## config.mk

```make
export PLATFORM = sky130hd
export DESIGN_NAME = insertion_sorter_core
export DESIGN_NICKNAME = d
export VERILOG_FILES = /design/src/rtl/insr_pkg.sv /design/src/rtl/insr_cell.sv /design/src/rtl/insertion_sorter_core.sv
export SDC_FILE = /design/constraint.sdc
export NUM_CORES = 2
export LEC_CHECK = 0
export ABC_AREA = 1
export ABC_CLOCK_PERIOD_IN_PS = 5800
export BUFFER_PORTS_ARGS = -buffer_cell sky130_fd_sc_hd__buf_2
export CORE_ASPECT_RATIO = 0.8
export CORE_UTILIZATION = 40
export DETAILED_ROUTE_END_ITERATION = 6
export PLACE_DENSITY = 0.58
export SYNTH_ARGS = -nofsm -noshare
export SYNTH_HDL_FRONTEND = slang
export SYNTH_SLANG_ARGS = --single-unit
```

## constraint.sdc

```tcl
create_clock -name aclk -period 5.8 [get_ports aclk]
set_input_delay 0.29 -clock aclk [delete_from_list [all_inputs] [get_ports aclk]]
set_output_delay 0.29 -clock aclk [all_outputs]
set_load 0.02 [all_outputs]
```

## src/rtl/insr_pkg.sv

```systemverilog
`timescale 1ns / 1ps

package insr_pkg;

    localparam int LIST_DEPTH  = 32;
    localparam int VALUE_WIDTH = 32;

    typedef logic signed [VALUE_WIDTH-1:0] value_t;

    // Control that every cell of the chain sees in the same cycle.
    typedef struct packed {
        logic insert;     // place the incoming value into the chain
        logic shift_out;  // move every entry one cell toward the head
    } cell_ctrl_t;

endpackage

```

## src/rtl/insr_cell.sv

```systemverilog
`timescale 1ns / 1ps

module insr_cell (
    input  logic                aclk,
    input  logic                aresetn,
    input  insr_pkg::cell_ctrl_t ctrl,
    input  insr_pkg::value_t    new_value,
    input  insr_pkg::value_t    prev_value,
    input  logic                prev_ge,
    input  logic                prev_open,
    input  insr_pkg::value_t    next_value,
    input  logic                next_valid,
    output insr_pkg::value_t    value,
    output logic                valid,
    output logic                ge,
    output logic                open
);
    import insr_pkg::*;

    value_t value_reg;
    value_t value_next;
    logic   valid_reg;
    logic   valid_next;

    // The entry is greater than or equal to the new value, so the new value goes in front.
    assign ge   = valid_reg && (value_reg >= new_value);
    assign open = ge || !valid_reg;

    always_comb begin
        value_next = value_reg;
        valid_next = valid_reg;
        if (ctrl.shift_out) begin
            value_next = next_value;
            valid_next = next_valid;
        end else if (ctrl.insert) begin
            if (prev_ge) begin
                value_next = prev_value;
                valid_next = 1'b1;
            end else if (open && !prev_open) begin
                value_next = new_value;
                valid_next = 1'b1;
            end
        end
    end

    always_ff @(posedge aclk) begin
        if (!aresetn) begin
            valid_reg <= 1'b0;
        end else begin
            valid_reg <= valid_next;
        end
    end

    always_ff @(posedge aclk) begin
        value_reg <= value_next;
    end

    assign value = value_reg;
    assign valid = valid_reg;

endmodule

```

## src/rtl/insertion_sorter_core.sv

```systemverilog
`timescale 1ns / 1ps
// Insertion: one item per cycle while s_ready is high; every cell compares and shifts
// in the same cycle. Drain: the item marked last is inserted unless the list is full,
// and in the next cycle the sorted list begins to leave from the head cell, one item
// per cycle while m_ready is high. The input is not ready during the drain, so a new
// set cannot enter until the previous set has left.
// Reset (aresetn low at a clock edge, synchronous) empties the chain and clears overflow.

module insertion_sorter_core (
    input  logic             aclk,
    input  logic             aresetn,
    input  insr_pkg::value_t s_value,
    input  logic             s_final_item,
    input  logic             s_valid,
    output logic             s_ready,
    output insr_pkg::value_t m_sorted_value,
    output logic             m_end_of_run,
    output logic             m_overflow,
    output logic             m_valid,
    input  logic             m_ready
);
    import insr_pkg::*;

    // The list is held in a row of cells. Cell 0 holds the smallest entry, and the
    // occupied cells always form a prefix of the row. A new item is broadcast to all
    // cells: each valid cell flags whether its entry is greater than or equal to the
    // item. Cells after the first flagged one take the entry of their left
    // neighbor, and the first flagged (or first empty) cell takes the new item.
    // During the drain the whole row shifts toward cell 0, which serves as the
    // output register.

    value_t                 cell_value [LIST_DEPTH];
    logic [LIST_DEPTH-1:0]  cell_valid;
    logic [LIST_DEPTH-1:0]  cell_ge;
    logic [LIST_DEPTH-1:0]  cell_open;
    cell_ctrl_t             ctrl;

    logic draining_reg;
    logic draining_next;
    logic dropped_reg;
    logic dropped_next;

    logic in_fire;
    logic out_fire;
    logic list_full;

    assign in_fire   = s_valid && s_ready;
    assign out_fire  = m_valid && m_ready;
    assign list_full = cell_valid[LIST_DEPTH-1];

    // A full list drops the item; only the overflow flag records it.
    assign ctrl.insert    = in_fire && !list_full;
    assign ctrl.shift_out = out_fire;

    for (genvar i = 0; i < LIST_DEPTH; i++) begin : g_cell
        value_t prev_value;
        logic   prev_ge;
        logic   prev_open;
        value_t next_value;
        logic   next_valid;

        if (i == 0) begin : g_head
            // The head has no left neighbor: it takes the new item whenever it is open.
            assign prev_value = s_value;
            assign prev_ge    = 1'b0;
            assign prev_open  = 1'b0;
        end else begin : g_body
            assign prev_value = cell_value[i-1];
            assign prev_ge    = cell_ge[i-1];
            assign prev_open  = cell_open[i-1];
        end

        if (i == LIST_DEPTH - 1) begin : g_tail
            // The tail empties during the drain.
            assign next_value = s_value;
            assign next_valid = 1'b0;
        end else begin : g_inner
            assign next_value = cell_value[i+1];
            assign next_valid = cell_valid[i+1];
        end

        insr_cell u_cell (
            .aclk       (aclk),
            .aresetn    (aresetn),
            .ctrl       (ctrl),
            .new_value  (s_value),
            .prev_value (prev_value),
            .prev_ge    (prev_ge),
            .prev_open  (prev_open),
            .next_value (next_value),
            .next_valid (next_valid),
            .value      (cell_value[i]),
            .valid      (cell_valid[i]),
            .ge         (cell_ge[i]),
            .open       (cell_open[i])
        );
    end

    // The drain starts after the last item of a set and ends when the item flagged
    // as end of run is taken; the overflow flag is cleared with it.
    always_comb begin
        draining_next = draining_reg;
        dropped_next  = dropped_reg;
        if (in_fire && list_full) begin
            dropped_next = 1'b1;
        end
        if (in_fire && s_final_item) begin
            draining_next = 1'b1;
        end
        if (out_fire && m_end_of_run) begin
            draining_next = 1'b0;
            dropped_next  = 1'b0;
        end
    end

    always_ff @(posedge aclk) begin
        if (!aresetn) begin
            draining_reg <= 1'b0;
            dropped_reg  <= 1'b0;
        end else begin
            draining_reg <= draining_next;
            dropped_reg  <= dropped_next;
        end
    end

    assign s_ready        = !draining_reg;
    assign m_valid        = draining_reg && cell_valid[0];
    assign m_sorted_value = cell_value[0];
    // The head holds the last entry of the set when no entry stands behind it.
    assign m_end_of_run   = !cell_valid[1];
    assign m_overflow     = dropped_reg;

endmodule

```

Word level (Yosys, flattened, before mapping)

Index checks and enable logic that the tools add are counted.

$lt $le $gt $ge: 32
Muxes and demuxes: 252
Bitwise logic cells: 1
Reductions and logical operators: 235

Operator list:

| kind                | count |
|---|---|
| $mux W32            | 127 |
| $ge A32 B32 Y1      | 32 |
| $mux W1             | 125 |
| $reduce_bool A3 Y1  | 31 |
| $logic_and A1 B1 Y1 | 70 |
| $reduce_and A2 Y1   | 33 |
| $logic_not A1 Y1    | 64 |
| $logic_or A1 B1 Y1  | 32 |
| $reduce_bool A2 Y1  | 3 |
| $reduce_or A2 Y1    | 2 |
| $not A1 Y1          | 1 |

Flip-flop bits (word level): 1,058
Input port bits: 37
Output and inout bits: 36
Logic and storage cells: 586

Longest topological paths before layout

Depth in word-level cells: 9
Mapped depth: 20
Depth with buffers taken out: 20

Modules after synthesis

A second synthesis with hierarchy kept.

Cell total of the unflattened synthesis: 9,780
Area total of the unflattened synthesis: 83,597.7 sq um

By module, submodules not included:

| module                | instances | cells each | area an instance (sq um) | seq. area each (sq um) |
|---|---|---|---|---|
| insr_cell             | 32        | 305        | 2,608.8                  | 980.9 |
| insertion_sorter_core | 1         | 20         | 117.6                    | 40.0 |

Least setup slack after synthesis

Ideal clock, no wire load.

Path kind: input port to flip-flop
Start point: input s_value[31]
End point: register g_cell[0].u_cell.value_reg[0] (enable)
Library setup time: 0.466 ns
Arrival: 4.818 ns
Required time: 5.334 ns
Slack: 0.517 ns
Stages on the path: 11
Path buffers: 1
Cell sequence: inv_1 -> clkbuf_1 -> ha_1 -> a21oi_1 -> o21a_1 -> nand2_1 -> a21oi_1 -> nand3_1 -> nand3_2 -> nor2_1 -> o21ai_0

Cells in the longest elaborated chain, start to end: 5

RTL lines:

| what                         | line                        | RTL |
|---|---|---|
| from (decl)                  | insertion_sorter_core.sv:12 | `input insr_pkg::value_t s_value,` |
| $ge A32 B32 Y1               | insr_cell.sv:26             | `assign ge = valid_reg && (value_reg >= new_value);` |
| $logic_and A1 B1 Y1          | insr_cell.sv:26             |  |
| $logic_or A1 B1 Y1           | insr_cell.sv:27             | `assign open = ge \|\| !valid_reg;` |
| $reduce_bool A2 Y1 (no line) | n/a                         |  |
| $reduce_and A2 Y1 (no line)  | n/a                         |  |
| to (signal assigned)         | insr_cell.sv:55             | `value_reg <= value_next;` |
| to (decl)                    | insr_cell.sv:20             | `value_t value_reg;` |

Every way passes these cells.
A chain may end at the register's enable or synchronous reset.

Final worst setup path

Start point: input s_value[14]
End point: register g_cell[18].u_cell.value_reg[19], data pin

Cells in the longest elaborated chain, start to end: 5

RTL lines:

| what                                       | line            | RTL |
|---|---|---|
| $ge A32 B32 Y1                             | insr_cell.sv:26 |  |
| $logic_and A1 B1 Y1                        | insr_cell.sv:26 |  |
| $mux W32                                   | insr_cell.sv:36 | `if (prev_ge) begin` |
| $mux W32                                   | insr_cell.sv:35 | `end else if (ctrl.insert) begin` |
| $mux W32                                   | insr_cell.sv:32 | `if (ctrl.shift_out) begin` |
| named net g_cell[18].u_cell.value_next[19] | insr_cell.sv:21 | `value_t value_next;` |
| to (signal assigned)                       | insr_cell.sv:55 |  |
| to (decl)                                  | insr_cell.sv:20 |  |

The timed path passes the listed nets, and every way through them passes these cells. The select of a mux whose other input is x is not followed.

==> reports/summary.txt <==
DRC viols: 0
Netlist cell types: 28
Core ar.: 190,000 µm²
Sequential-to-total area share from yosys stat: 40.9%
Crit path kind: primary input to register
Status: finished, final reports clean
Post-synth top area share: 40.0%
Final setup vio count: 0
Clock Latency Late Sink: 0.76 ns
Drt via density: 5.62
Syn nets: 10,400
Crit share post-route: 71.5%
Drt wl/cell: 20.9 µm
Syn Inst Count: 9,414
Max_slew headroom: 21.3%
CP Launch Point: s_value[14]
Reg2reg start: g_cell[0].u_cell.valid$_SDFFE_PN0P_
Switching share of power: 27.6%
Most common cell in the synthesized netlist: nand2_1
Pwr Density: 236 nW/µm²
Clock Tree Root: clkbuf_16
Largest register FFs: 1,024
I/O pin count: 73
Startpoint types: primary input
MaxCap Viol Count: 0
Internal Pwr Total: 14.3 mW
Row count: 143
Required @ worst endpoint: 6.27 ns
Post-synthesis to final-layout area growth: 8.98%
Final hold violation count: 0
Gpl congestion: 0.897
Fmax achieved: 0.241 GHz
Fraction of registers with async set or reset after synthesis: 0%
Top layer in use: met5
Dpl cells: 11,700
Post-route design area: 83,800 µm²
Min cycle time layout: 4.15 ns
Setup Skew: 0.0313 ns
Detailed Route WL: 249,000 µm
GR Overflow Total: 0
TritonRoute pass-1 iters: 6
DIE HEIGHT: 394 µm
Worst-path clk slew: 0.06 ns
Switch Pwr: 5.45 mW
Post-DP Area: 79,400 µm²
Cell Area, Synth: 76,900 µm²
Top FF cell, synth: edfxtp_1
Dpl hpwl: 178,000 µm
CP Capture Type: register
DRT antenna net count: 0
Layout cells sized above 1: 5.73%
Number of warnings issued by yosys: 0
# clock sinks: 1,058
Final setup TNS: 0 ns
Top cells by count, synth: 3,076 x nand2_1, 1,200 x o21ai_0, 1,024 x edfxtp_1, 992 x ha_1, 883 x o21ai_1
Comb pwr share: 14.2%
Final Max Tran Viols: 0
Worst Hold End: g_cell[31].u_cell.value[16]$_DFFE_PP_
Total power: 19.8 mW
H-tree depth: 3
Die area: 194,000 µm²
Slew @ Worst Pin: 1.18 ns
Clk buf depth: 3
# fillers: 18,700
CP max FO: 64
DR WL met2: 108,000 µm
Clk network pwr share: 41.1%
Vias in the first global route: 63,000
First-pass GRT wire length: 380,000 µm
CTS tree: built
Routed via count: 66,900
Syn avg cell area: 8.17 µm²
Initial antenna violation count: 4
Buffers on Ports: 72
Synth area leaders: edfxtp_1 40%, ha_1 16%, nand2_1 15%
Post-synth EDFFs: 1,024
Multi-input logic area: 41,100 µm²
R2R cell count: 9
Final nets: 10,300
Hold/Removal Path Class: primary input to register
Power share of the sequential group: 44.8%
Peak supply drop: 0.265 mV
Non-Filler Instances: 11,900
Chip Width: 492 µm
RSZ-0062 raised after global routing: false
Pin count of the biggest net entering global routing: 234
Worst EP arrival: 4.61 ns
Leak pwr: 35.1 nW
Initial core utilization: 40.4%
Gr usage total: 25.1%
R2r setup slk: 2.01 ns
Met1 WL: 115,000 µm
Synth area leader: edfxtp_1
Routed wl met3: 19,800 µm
Seq cells post-synth: 1,058
CTS buffer count: 117
Initial drt markers: 6,674
FF-to-FF End: g_cell[10].u_cell.value[0]$_DFFE_PP_
Number of cells on the worst hold path: 3
FF+latch area: 31,400 µm²
Hold Startpoint: s_value[16]
==> worst max-delay path by stage <==
stage / slack, ns / endpoint / cells after the start
2_1_floorplan: 0.52 / g_cell[0].u_cell.value[0]$_DFFE_PP_ / 11
3_3_place_gp: 1.51 / g_cell[18].u_cell.value[19]$_DFFE_PP_ / 15
3_5_place_dp: 1.51 / g_cell[18].u_cell.value[19]$_DFFE_PP_ / 15
4_1_cts: 1.77 / g_cell[18].u_cell.value[19]$_DFFE_PP_ / 16
5_1_grt: 1.42 / g_cell[26].u_cell.value[9]$_DFFE_PP_ / 18
6_report: 1.65 / g_cell[18].u_cell.value[19]$_DFFE_PP_ / 16
==> placed cells by master, fill, tap and decap left out, types with 3 or more instances in the layout <==
cell	instances
nand2_1	3075
o21ai_0	1198
edfxtp_1	1024
ha_1	992
o21ai_1	883
a21oi_1	538
inv_1	417
nor2_1	305
clkbuf_16	119
nand4_1	109
buf_4	107
nand3_1	86
buf_2	72
o21a_1	56
buf_12	43
a21o_1	37
nand3_2	37
dfxtp_1	34
dlygate4sd3_1	32
clkinv_2	31
inv_2	25
clkinv_1	24
nand2_4	21
bufinv_16	21
clkbuf_1	19
nor4_2	16
nand2_2	11
nor3_1	10
clkinvlp_4	8
nor3b_2	7
nor2_2	4
inv_6	4
a21oi_2	3
==> layout make-up <==
cell class                      instances  area share, %
Tap cell                             2537           3.79
Timing Repair Buffer                  254           2.80
Inverter                              452           2.05
Sequential cell                      1058           37.5
Clock inverter                         82           1.16
Clock buffer                          140           3.67
Antenna cell                            1        0.00299
Multi-Input combinational cell       7390           49.0
==> repair_timing <==
action | 4_1_cts | 5_1_grt
buffers inserted | 0 | 0
gates resized for setup | 0 | 0
endpoints found under the setup margin | 0 | 0
hold buffers | 32 | 0
endpoints found under the hold margin | 31 | 0
==> routing by layer <==
layer  track usage (%)  vias up
met2              38.5     2402
met4              6.14        4
li1                  -    32500
met3              3.94      357
met1              36.6    31700
met5                 0        -
==> kinds of logic after synthesis <==
family                     Yosys count  synth area share (%)
and+or+nand+nor                   3681                  19.3
AOI/OAI and AO/OA                 2717                  18.0
DFF                               1058                  40.9
adders and majority gates          992                  16.1
buffers and inverters              966                  5.70
==> critical path: stages <==
cell and delay (ns):
dlygate4sd3_1 0.55, buf_2 0.14, inv_2 0.57, buf_4 0.32, ha_1 0.15, nand2_1 0.08, nor3_1 0.49, nand2_1 0.11
nand2_1 0.08, nand2_1 0.06, nand2_1 0.06, nand2_1 0.07, nand3_2 0.09, nand2_2 0.66, o21ai_0 0.69, o21ai_1 0.12
==> power groups by stage <==
stage | logic (mW) | clock network, mW | registers, mW
finish | 2.80 | 8.13 | 8.86
global placement | 2.64 | 0 | 9.02
CTS | 2.77 | 8.25 | 8.85
global route | 3.17 | 8.48 | 8.87
detailed placement | 2.74 | 0 | 9.01
floorplan | 1.89 | 0 | 8.95
==> through the flow <==
| step | setup WS, ns | utilization [%] | hold WS (ns) |
|---|---|---|---|
| after floorplan | 0.517 | - | 0.428 |
| after global placement | 1.51 | 41.7 | 0.429 |
| after detailed placement | 1.51 | 41.7 | 0.435 |
| after CTS | 1.77 | 44.0 | 0.0124 |
| after global routing | 1.42 | 44.0 | 0.0461 |
| final | 1.65 | 44.0 | 0.0731 |
No activity file was read; power rests on OpenSTA's default activity.
